## src/rtl/core/hbc_pkg.sv

```systemverilog
// Types and constants of the humidifier burst controller
package hbc_pkg;
    localparam logic [31:0] SHORTEST_RUN_MS = 32'd5000;
    localparam logic [31:0] MAX_ACCRUE_MS = 32'd10000;
    localparam logic [12:0] PLATE_HYST    = 13'd3;

    typedef enum logic [1:0] {PH_IDLE = 2'd0, PH_PENDING = 2'd1, PH_RUNNING = 2'd2,
                              PH_SETTLING = 2'd3} phase_t;
    typedef enum logic [1:0] {TR_NONE = 2'd0, TR_DRY = 2'd1, TR_MANUAL = 2'd2} trig_t;

    typedef enum logic [3:0] {
        RS_IDLE = 4'd0, RS_SETTLING = 4'd1, RS_MANUAL = 4'd2, RS_DRY_CAPPED = 4'd3,
        RS_DRY_START = 4'd4, RS_DRY_COLD = 4'd5, RS_WITHDRAWN_WET = 4'd6,
        RS_WITHDRAWN_CAP = 4'd7, RS_PLATE_WARM = 4'd8, RS_WAIT_PLATE = 4'd9,
        RS_HUMIDIFYING = 4'd10, RS_BURST_DONE = 4'd11, RS_TARGET = 4'd12,
        RS_PLATE_COLD = 4'd13, RS_CAP_MID = 4'd14
    } reason_t;

    typedef enum logic [2:0] {
        CR_TARGET = 3'd0, CR_BAND = 3'd1, CR_CAP = 3'd2, CR_GATE = 3'd3,
        CR_BURST = 3'd4, CR_SETTLE = 3'd5
    } cfg_reg_t;

    // Sequencer states
    typedef enum logic [2:0] {
        SQ_IDLE, SQ_ACCRUE, SQ_ROLL, SQ_CLEAR, SQ_SUM, SQ_DECIDE, SQ_OUT
    } seq_t;

    typedef struct packed {
        logic [31:0] now_ms;
        logic [9:0]  humidity_raw;
        logic        humidity_raw_ok;
        logic [9:0]  humidity_mean;
        logic        humidity_mean_ok;
        logic        mean_in_use;
        logic signed [11:0] plate_temp;
        logic        plate_temp_ok;
        logic        plate_fitted;
        logic        manual_request;
    } tick_t;

    typedef struct packed {
        logic       fan_on;
        logic [1:0] phase_out;
        logic [1:0] trigger_out;
        logic [3:0] reason_code;
    } result_t;

    typedef struct packed {
        logic [2:0]  index;
        logic [11:0] data;
    } cfg_t;
endpackage

```

## src/rtl/core/hbc_stream_if.sv

```systemverilog
// Valid/ready channel interfaces for ticks, results and register writes
interface hbc_tick_if;
    logic valid;
    logic ready;
    hbc_pkg::tick_t data;
    modport source (output valid, output data, input ready);
    modport sink (input valid, input data, output ready);
endinterface

interface hbc_result_if;
    logic valid;
    logic ready;
    hbc_pkg::result_t data;
    modport source (output valid, output data, input ready);
    modport sink (input valid, input data, output ready);
endinterface

interface hbc_cfg_if;
    logic valid;
    logic ready;
    hbc_pkg::cfg_t data;
    modport source (output valid, output data, input ready);
    modport sink (input valid, input data, output ready);
endinterface

```

## src/rtl/core/humidifier_burst_controller_core.sv

```systemverilog
// Humidifier burst controller: one tick in, one result out.
// A tick runs through the accrue, roll, sum, decide and output states to its result; the
// window rolls bucket by bucket while the tick is a span or more past the window start,
// and a gap longer than the whole window sweeps every bucket clear. The next tick can be
// accepted as soon as the result appears. The duty buckets sit in a memory with one
// write port and a registered read port, and the sequencer reads-modifies-writes the
// current bucket, rolls the window one bucket a cycle, then reads every bucket once to sum
// it before the decision. After reset a clearing pass zeroes every bucket before the
// first tick is taken. A finished result waits in the output register while the next
// tick is accepted; that tick's decision holds until the register is free.
module humidifier_burst_controller_core #(
    parameter int BUCKET_COUNT   = 16,
    parameter int BUCKET_SPAN_MS = 60000
) (
    input  logic clk,
    input  logic rst_n,
    hbc_tick_if.sink     tick,
    hbc_result_if.source result,
    hbc_cfg_if.sink      cfg
);
    import hbc_pkg::*;

    localparam int IW = $clog2(BUCKET_COUNT);
    localparam logic [31:0] SPAN = 32'(BUCKET_SPAN_MS);
    localparam logic [IW:0] LAST = (IW+1)'(BUCKET_COUNT - 1);
    localparam logic [IW:0] CNT  = (IW+1)'(BUCKET_COUNT);
    // cap limit = duty_cap * BUCKET_COUNT*BUCKET_SPAN_MS, sum scaled by 1000
    localparam logic [31:0] WIN_MS = 32'(BUCKET_COUNT * BUCKET_SPAN_MS);

    logic [31:0] bucket_mem [BUCKET_COUNT];
    logic [31:0] rd_data;
    logic        wr_en;
    logic [IW-1:0] wr_addr, rd_addr;
    logic [31:0] wr_data;

    always_ff @(posedge clk)
    begin
        if (wr_en)
        begin
            bucket_mem[wr_addr] <= wr_data;
        end
        rd_data <= bucket_mem[rd_addr];
    end

    // Configuration
    logic [9:0] target_reg, band_reg, cap_reg;
    logic signed [11:0] gate_reg;
    logic [11:0] burst_len_reg;
    logic [10:0] settle_reg;

    seq_t seq_reg, seq_next;
    phase_t phase_reg;
    trig_t trig_reg;
    logic manual_reg, had_burst_reg, fan_was_reg, seen_reg;
    logic [31:0] last_reg, bstart_reg, burst_start_reg, burst_end_reg;
    logic [IW-1:0] idx_reg;
    logic [IW:0] cnt_reg;
    logic [IW:0] rolled_reg;
    logic [41:0] sum_reg;
    tick_t in_reg;
    logic accrue_reg;
    logic [31:0] dt_reg;
    logic out_valid_reg;
    result_t out_reg;
    logic [51:0] sum_scaled_reg, limit_reg;

    assign cfg.ready    = 1'b1;
    assign tick.ready   = (seq_reg == SQ_IDLE);
    assign result.valid = out_valid_reg;
    assign result.data  = out_reg;

    always_ff @(posedge clk or negedge rst_n)
    begin
        if (!rst_n)
        begin
            target_reg    <= 10'd750;
            band_reg      <= 10'd30;
            cap_reg       <= 10'd0;
            gate_reg      <= 12'sd0;
            burst_len_reg <= 12'd30;
            settle_reg    <= 11'd10;
        end
        else if (cfg.valid)
        begin
            case (cfg_reg_t'(cfg.data.index))
                CR_TARGET: target_reg    <= cfg.data.data[9:0];
                CR_BAND:   band_reg      <= cfg.data.data[9:0];
                CR_CAP:    cap_reg       <= cfg.data.data[9:0];
                CR_GATE:   gate_reg      <= cfg.data.data;
                CR_BURST:  burst_len_reg <= cfg.data.data;
                CR_SETTLE: settle_reg    <= cfg.data.data[10:0];
                default: ;
            endcase
        end
    end

    logic tick_fire;
    assign tick_fire = tick.valid && tick.ready;
    logic [31:0] roll_gap;
    assign roll_gap = in_reg.now_ms - bstart_reg;

    always_comb
    begin
        seq_next = seq_reg;
        case (seq_reg)
            // a sweep after a long gap carries on to the sum
            SQ_CLEAR:  if (cnt_reg == LAST) seq_next = seen_reg ? SQ_SUM : SQ_IDLE;
            SQ_IDLE:   if (tick_fire) seq_next = SQ_ACCRUE;
            SQ_ACCRUE: if (cnt_reg[0]) seq_next = SQ_ROLL;
            SQ_ROLL:
            begin
                if (roll_gap < SPAN) seq_next = SQ_SUM;
                else if (rolled_reg == LAST) seq_next = SQ_CLEAR;
            end
            SQ_SUM:
            begin
                // hold the decision while the previous result still waits
                if (cnt_reg == CNT + 1'b1 && (!out_valid_reg || result.ready))
                    seq_next = SQ_DECIDE;
            end
            SQ_DECIDE: seq_next = SQ_OUT;
            SQ_OUT:    seq_next = SQ_IDLE;
            default:   seq_next = SQ_IDLE;
        endcase
    end

    // Memory port control
    always_comb
    begin
        wr_en   = 1'b0;
        wr_addr = idx_reg;
        wr_data = '0;
        rd_addr = idx_reg;
        case (seq_reg)
            SQ_CLEAR:
            begin
                wr_en = 1'b1;
                wr_addr = cnt_reg[IW-1:0];
            end
            SQ_ACCRUE:
            begin
                wr_en = cnt_reg[0] && accrue_reg;
                wr_data = ({1'b0, rd_data} + {1'b0, dt_reg} > 33'hFFFF_FFFF) ?
                          32'hFFFF_FFFF : rd_data + dt_reg;
            end
            SQ_ROLL:
            begin
                wr_en = (roll_gap >= SPAN) && (rolled_reg != LAST);
                wr_addr = (idx_reg == IW'(BUCKET_COUNT - 1)) ? '0 : idx_reg + 1'b1;
            end
            SQ_SUM:
            begin
                rd_addr = cnt_reg[IW-1:0];
            end
            default: ;
        endcase
    end

    // Decision combinational terms
    logic signed [11:0] raise_below;
    logic dry_req, dry_hold, plate_start, plate_hold, duty_ok;
    logic [31:0] settle_ms, burst_ms, el, since_end;
    assign raise_below = $signed({2'b00, target_reg}) - $signed({2'b00, band_reg});
    assign dry_req = in_reg.mean_in_use ?
        (in_reg.humidity_mean_ok && $signed({2'b00, in_reg.humidity_mean}) <= raise_below) :
        (in_reg.humidity_raw_ok && $signed({2'b00, in_reg.humidity_raw}) <= raise_below);
    assign dry_hold = !in_reg.humidity_raw_ok || (in_reg.humidity_raw < target_reg);
    assign plate_start = !in_reg.plate_fitted ||
        (in_reg.plate_temp_ok && $signed(in_reg.plate_temp) >= gate_reg);
    assign plate_hold = manual_reg || !in_reg.plate_fitted || (in_reg.plate_temp_ok &&
        $signed({in_reg.plate_temp[11], in_reg.plate_temp}) >=
        $signed({gate_reg[11], gate_reg}) - $signed(PLATE_HYST));
    assign settle_ms = settle_reg * 32'd60000;
    assign burst_ms  = burst_len_reg * 32'd1000;
    assign el        = in_reg.now_ms - burst_start_reg;
    assign since_end = in_reg.now_ms - burst_end_reg;
    assign duty_ok   = (cap_reg == '0) || (sum_scaled_reg < limit_reg);

    always_ff @(posedge clk or negedge rst_n)
    begin
        if (!rst_n)
        begin
            seq_reg <= SQ_CLEAR;
            cnt_reg <= '0;
            phase_reg <= PH_IDLE;
            trig_reg <= TR_NONE;
            manual_reg <= 1'b0;
            had_burst_reg <= 1'b0;
            fan_was_reg <= 1'b0;
            seen_reg <= 1'b0;
            last_reg <= '0;
            bstart_reg <= '0;
            burst_start_reg <= '0;
            burst_end_reg <= '0;
            idx_reg <= '0;
            rolled_reg <= '0;
            out_valid_reg <= 1'b0;
            accrue_reg <= 1'b0;
        end
        else
        begin
            seq_reg <= seq_next;
            if (out_valid_reg && result.ready)
            begin
                out_valid_reg <= 1'b0;
            end
            case (seq_reg)
                SQ_CLEAR:
                begin
                    cnt_reg <= (cnt_reg == LAST) ? '0 : cnt_reg + 1'b1;
                end
                SQ_IDLE:
                begin
                    if (tick_fire)
                    begin
                        logic [31:0] lt, dt;
                        lt = seen_reg ? last_reg : tick.data.now_ms;
                        dt = tick.data.now_ms - lt;
                        if (!seen_reg)
                        begin
                            bstart_reg <= tick.data.now_ms;
                        end
                        seen_reg   <= 1'b1;
                        dt_reg     <= dt;
                        accrue_reg <= fan_was_reg && (dt <= MAX_ACCRUE_MS);
                        last_reg   <= tick.data.now_ms;
                        cnt_reg    <= '0;
                        rolled_reg <= '0;
                    end
                end
                SQ_ACCRUE:
                begin
                    // wait for the registered bucket read, then write back
                    cnt_reg <= cnt_reg[0] ? '0 : cnt_reg + 1'b1;
                end
                SQ_ROLL:
                begin
                    if (roll_gap >= SPAN)
                    begin
                        if (rolled_reg == LAST)
                        begin
                            bstart_reg <= in_reg.now_ms;
                            idx_reg <= '0;
                            cnt_reg <= '0;
                            sum_reg <= '0;
                        end
                        else
                        begin
                            bstart_reg <= bstart_reg + SPAN;
                            idx_reg <= (idx_reg == IW'(BUCKET_COUNT - 1)) ? '0 : idx_reg + 1'b1;
                            rolled_reg <= rolled_reg + 1'b1;
                        end
                    end
                    else
                    begin
                        cnt_reg <= '0;
                        sum_reg <= '0;
                    end
                end
                SQ_SUM:
                begin
                    // read data is registered and lags the address
                    if (cnt_reg != '0 && cnt_reg <= CNT)
                    begin
                        sum_reg <= sum_reg + {10'd0, rd_data};
                    end
                    cnt_reg <= (cnt_reg == CNT + 1'b1) ? cnt_reg : cnt_reg + 1'b1;
                    if (cnt_reg == CNT + 1'b1)
                    begin
                        sum_scaled_reg <= {10'd0, sum_reg} * 52'd1000;
                        limit_reg <= {42'd0, cap_reg} * {20'd0, WIN_MS};
                    end
                end
                SQ_DECIDE:
                begin
                    logic fan;
                    reason_t rs;
                    phase_t ph;
                    trig_t tr;
                    fan = 1'b0;
                    rs = RS_IDLE;
                    ph = phase_reg;
                    tr = trig_reg;
                    case (phase_reg)
                        PH_IDLE, PH_PENDING, PH_SETTLING:
                        begin
                            if (in_reg.manual_request)
                            begin
                                ph = PH_RUNNING; tr = TR_MANUAL;
                                burst_start_reg <= in_reg.now_ms;
                                manual_reg <= 1'b1; fan = 1'b1; rs = RS_MANUAL;
                            end
                            else if (phase_reg == PH_IDLE)
                            begin
                                if (had_burst_reg && since_end < settle_ms)
                                begin
                                    ph = PH_SETTLING; rs = RS_SETTLING;
                                end
                                else if (!dry_req) rs = RS_IDLE;
                                else if (!duty_ok) rs = RS_DRY_CAPPED;
                                else
                                begin
                                    tr = TR_DRY;
                                    if (plate_start)
                                    begin
                                        ph = PH_RUNNING;
                                        burst_start_reg <= in_reg.now_ms;
                                        manual_reg <= 1'b0; fan = 1'b1; rs = RS_DRY_START;
                                    end
                                    else
                                    begin
                                        ph = PH_PENDING; rs = RS_DRY_COLD;
                                    end
                                end
                            end
                            else if (phase_reg == PH_PENDING)
                            begin
                                if (trig_reg == TR_DRY && !dry_hold)
                                begin
                                    ph = PH_IDLE; tr = TR_NONE; rs = RS_WITHDRAWN_WET;
                                end
                                else if (!duty_ok)
                                begin
                                    ph = PH_IDLE; tr = TR_NONE; rs = RS_WITHDRAWN_CAP;
                                end
                                else if (plate_start)
                                begin
                                    ph = PH_RUNNING;
                                    burst_start_reg <= in_reg.now_ms;
                                    manual_reg <= 1'b0; fan = 1'b1; rs = RS_PLATE_WARM;
                                end
                                else rs = RS_WAIT_PLATE;
                            end
                            else
                            begin
                                if (since_end >= settle_ms)
                                begin
                                    ph = PH_IDLE; rs = RS_IDLE;
                                end
                                else rs = RS_SETTLING;
                            end
                        end
                        default:
                        begin
                            if (el < SHORTEST_RUN_MS)
                            begin
                                fan = 1'b1; rs = RS_HUMIDIFYING;
                            end
                            else
                            begin
                                if (el >= burst_ms) rs = RS_BURST_DONE;
                                else if (trig_reg == TR_DRY && !dry_hold) rs = RS_TARGET;
                                else if (!plate_hold) rs = RS_PLATE_COLD;
                                else if (!duty_ok) rs = RS_CAP_MID;
                                else rs = RS_HUMIDIFYING;
                                if (rs == RS_HUMIDIFYING) fan = 1'b1;
                                else
                                begin
                                    ph = PH_SETTLING; tr = TR_NONE;
                                    burst_end_reg <= in_reg.now_ms;
                                    had_burst_reg <= 1'b1; manual_reg <= 1'b0;
                                end
                            end
                        end
                    endcase
                    phase_reg <= ph;
                    trig_reg <= tr;
                    fan_was_reg <= fan;
                    out_reg.fan_on <= fan;
                    out_reg.phase_out <= ph;
                    out_reg.trigger_out <= (fan || ph == PH_PENDING) ? tr : TR_NONE;
                    out_reg.reason_code <= rs;
                end
                SQ_OUT:
                begin
                    out_valid_reg <= 1'b1;
                end
                default: ;
            endcase
        end
    end

    always_ff @(posedge clk)
    begin
        if (tick_fire)
        begin
            in_reg <= tick.data;
        end
    end
endmodule

```

## src/flat_wrapper.sv

```systemverilog
// flat-port wrapper written by rule: the top's interface ports become plain ports
module humidifier_burst_controller_core_flat import hbc_pkg::*;
#(
    parameter int BUCKET_COUNT   = 16,
    parameter int BUCKET_SPAN_MS = 60000
)
  (clk, rst_n, tick_valid, tick_data, tick_ready, result_valid, result_data, result_ready, cfg_valid, cfg_data, cfg_ready);
  hbc_tick_if tick_i ();
  hbc_result_if result_i ();
  hbc_cfg_if cfg_i ();
  input  logic clk;
  input  logic rst_n;
  input wire logic [$bits(tick_i.valid)-1:0] tick_valid;
  input wire logic [$bits(tick_i.data)-1:0] tick_data;
  output wire logic [$bits(tick_i.ready)-1:0] tick_ready;
  output wire logic [$bits(result_i.valid)-1:0] result_valid;
  output wire logic [$bits(result_i.data)-1:0] result_data;
  input wire logic [$bits(result_i.ready)-1:0] result_ready;
  input wire logic [$bits(cfg_i.valid)-1:0] cfg_valid;
  input wire logic [$bits(cfg_i.data)-1:0] cfg_data;
  output wire logic [$bits(cfg_i.ready)-1:0] cfg_ready;
  assign tick_i.valid = tick_valid;
  assign tick_i.data = tick_data;
  assign tick_ready = tick_i.ready;
  assign result_valid = result_i.valid;
  assign result_data = result_i.data;
  assign result_i.ready = result_ready;
  assign cfg_i.valid = cfg_valid;
  assign cfg_i.data = cfg_data;
  assign cfg_ready = cfg_i.ready;
  humidifier_burst_controller_core #(.BUCKET_COUNT(BUCKET_COUNT), .BUCKET_SPAN_MS(BUCKET_SPAN_MS)) u_core (.clk(clk), .rst_n(rst_n), .tick(tick_i), .result(result_i), .cfg(cfg_i));
endmodule
```

## config.mk

```make
export PLATFORM = sky130hd
export DESIGN_NAME = humidifier_burst_controller_core_flat
export DESIGN_NICKNAME = d
export VERILOG_FILES = /design/src/rtl/core/hbc_pkg.sv /design/src/rtl/core/hbc_stream_if.sv /design/src/rtl/core/humidifier_burst_controller_core.sv /design/src/flat_wrapper.sv
export SDC_FILE = /design/constraint.sdc
export NUM_CORES = 2
export LEC_CHECK = 0
export BUFFER_PORTS_ARGS = -buffer_cell sky130_fd_sc_hd__buf_2
export CAP_MARGIN = 15
export CORE_UTILIZATION = 50
export DETAILED_ROUTE_END_ITERATION = 16
export PLACE_DENSITY = 0.66
export SLEW_MARGIN = 20
export SYNTH_ARGS = -nofsm -noshare
export SYNTH_HDL_FRONTEND = slang
export SYNTH_SLANG_ARGS = --single-unit
```

## constraint.sdc

```tcl
create_clock -name clk -period 8.25 [get_ports clk]
set_input_delay 1.2375 -clock clk [delete_from_list [all_inputs] [get_ports clk]]
set_output_delay 1.2375 -clock clk [all_outputs]
set_load 0.02 [all_outputs]
```

==> impl_metrics.py <==
metrics = {
    "grt": {
        "grt_pass1_wl_um": 246800,
        "grt-busiest-layer": "met2",
        "use_met3": 0.03300,
        "overflow": 0,
        "grt_max_degree": 129,
        "grt.total_usage": 0.2420,
        "grt_pass1_vias": 43318,
        "grtUsageMet2": 0.3952,
        "antenna_found_initial": 3,
        "gr-usage-met1": 0.3395,
    },
    "clock_tree": {
        "clkTransAtPathRegs_ns": 0.06,
        "cts_tree": "built",
        "cts_buffer_depth": 3,
        "clock_latency_ns": 0.77,
        "cts.sinks": 981,
        "numCtsBuffers": 108,
        "h-tree-depth": 3,
        "root_buffer": "clkbuf_16",
    },
    "synth": {
        "yosysTopAreaCellShare": 0.3393,
        "synth_top_area_cell": "edfxtp_1",
        "synth_simple_gate_area_frac": 0.09604,
        "synth_ff_type": "edfxtp_1",
        "synth-seq-cells": 981,
        "synth_top_family_by_area": "adder cells",
        "yosys-top-cells-area": "edfxtp_1 (34%), ha_1 (12%), fa_1 (8.3%)",
        "synth_mux_area_frac": 0.06779,
        "synth_area_um2": 64530,
        "synth_edf_count": 729,
        "synth_fa_ha_area_frac": 0.2033,
        "synth_compound_area_frac": 0.1225,
        "synth_cell_types": 115,
        "synth_nets": 6538,
        "synth-seq-area-share": 0.4349,
        "syn_inst": 5561,
        "ys_warn_count": 0,
        "syn_avg_cell_area_um2": 11.60,
        "synth-xor-area-share": 0.03353,
        "async_reset_ff_frac": 0.2243,
    },
    "critical_path": {
        "cp-start-kind": "flip-flop",
        "crit_path_end_kind": "flip-flop",
        "reg2reg_depth": 30,
        "cp_common_cell": "fa_1",
        "crit_path_max_fanout": 8,
        "max_stage_delay_ns": 0.58,
        "worstPathRequired_ns": 8.82,
        "cp_slowest_cell": "dfstp_2",
        "crit_arrival_ns": 8.54,
        "worstSetupPathType": "flip-flop to flip-flop",
    },
    "timing": {
        "maxClockFrequency_mhz": 125.4,
        "tightestPinTransition_ns": 1.153,
        "min_period_ns": 7.973,
        "relSlewSlack": 0.2314,
        "fin_skew_ns": 0.08685,
        "setup_violations": 0,
        "hold_viol": 0,
        "period_share": 0.9664,
        "drv_slew": 0,
    },
    "cells_and_area": {
        "synthToLayoutAreaGrowth_pct": 10.39,
        "final_cell_mix": "edfxtp_1 (729), ha_1 (614), inv_1 (520), nand2_1 (459), a21oi_1 (313)",
        "final_cells": 7437,
        "final_nets": 6658,
        "final_layout_size_suffix_gt1_frac": 0.1193,
        "largest_reg_flops": 512,
        "final_common_cell": "edfxtp_1",
    },
    "die": {
        "die_width_um": 361.2,
        "die_area_um2": 130500,
        "initial_core_util": 0.5047,
        "core_area_um2": 127800,
        "core.rowCount": 131,
        "io_pins": 102,
        "die_h_um": 361.2,
    },
    "drt": {
        "drtPass1Iterations": 5,
        "drc": 0,
        "drt_iter0_markers": 3292,
        "vias": 43811,
        "ant_nets": 0,
        "viasPerCell": 5.891,
        "wl_per_cell_um": 21.25,
        "routed_wl_um": 158000,
    },
    "flow_run": {
        "cap_violations": 0,
    },
    "placed_design": {
        "port_buffers": 100,
        "place.gp.congestion": 0.8886,
        "dp_hpwl_um": 110000,
        "dp_cells": 7225,
    },
    "outcome": {
        "outcome": "completed",
    },
    "hold_path": {
        "hold_class": "primary input to asynchronous set/reset pin",
    },
}
[critical path: cells and delay by family (launching register included)]
family          cells  cell delay [ns]
xor+xnor            1             0.15
simple gates        7             1.38
compound gates      7             1.68
fa+ha+maj           7             2.94
buf+inv             6             0.54
flops               1             0.58
mux                 2             0.58
[Yosys cell counts (all sizes together), types with 50 or more instances]
cell,n
and2,53
nor2,237
mux4,128
nand4,51
xnor2,164
xor2,83
mux2,70
ha,619
a21o,133
fa,268
mux2i,59
nand2,462
clkbuf,128
nand3,95
edfxtp,729
dfrtp,201
nor3,85
o21ai,286
inv,521
a21oi,325
a31oi,76
a211oi,59
o21a,50
[path summary, 6_finish.rpt]
| kind | from | end | slack [ns] |
|---|---|---|---|
| worst min register to register | u_core.last_reg[29] | u_core.last_reg[29] | 0.47 |
| worst min-delay path | rst_n | u_core.bstart_reg[22] | 0.40 |
| min in group clk | u_core.last_reg[29] | u_core.last_reg[29] | 0.47 |
| worst max-delay path | u_core.settle_reg[1] | u_core.burst_start_reg[13] | 0.28 |
| max in group asynchronous | rst_n | u_core.settle_reg[2] | 5.82 |
| worst max register to register | u_core.settle_reg[1] | u_core.burst_start_reg[13] | 0.28 |
[through the flow]
step,utilization,TNS [ns],hold slack [ns],worst slack [ns],area [µm²]
CTS,0.5555,0,0.3597,0.02227,71020
floorplan,-,0,0.4400,0.2815,64530
finish,0.5572,0,0.3972,0.2771,71230
global route,0.5571,-0.3444,0.3870,-0.03018,71230
global placement,0.5256,0,0.4572,0.04071,67190
detailed placement,0.5256,0,0.4623,0.02854,67200
[layout make-up]
type	instances	area, µm²
fill	10688	56620
multi-input combinational	3882	34080
sequential	981	28060
clock buffer	144	3002
tap	1662	2079
inverter	523	1966
timing repair buffer	185	1222
clock inverter	58	815.8
antenna	2	5.005
[kinds of logic (layout without fill, tap and decap cells)]
logic type	Yosys count	in the layout
AND/OR/NAND/NOR	1275	1275
AO/OA/AOI/OAI	1214	1214
flip-flops	981	981
adder cells (fa/ha/maj)	888	888
buffers and inverters	698	910
multiplexers	257	257
XOR/XNOR	247	247
other	1	3
[per-layer routing]
| layer | wire (µm) | up-vias | part of all wire |
|---|---|---|---|
| met5 | 0 | - | 0 |
| met4 | 4032 | 0 | 0.026 |
| met3 | 8529 | 221 | 0.054 |
| met2 | 73880 | 1169 | 0.47 |
| met1 | 71610 | 21843 | 0.45 |
| li1 | - | 20578 | - |
[timing repair]
item | CTS | global route
pin swaps | 1 | 15
buffers inserted | 0 | 4
setup endpoints to repair | 23 | 37
endpoints found under the hold margin | 0 | 0
hold buffers | 0 | 0
gates resized for setup | 1 | 16
cloned | 0 | 3
Power is left out: the tool's default activity adds up to more than one toggle a clock period on the data nets, which glitch-free logic cannot reach.
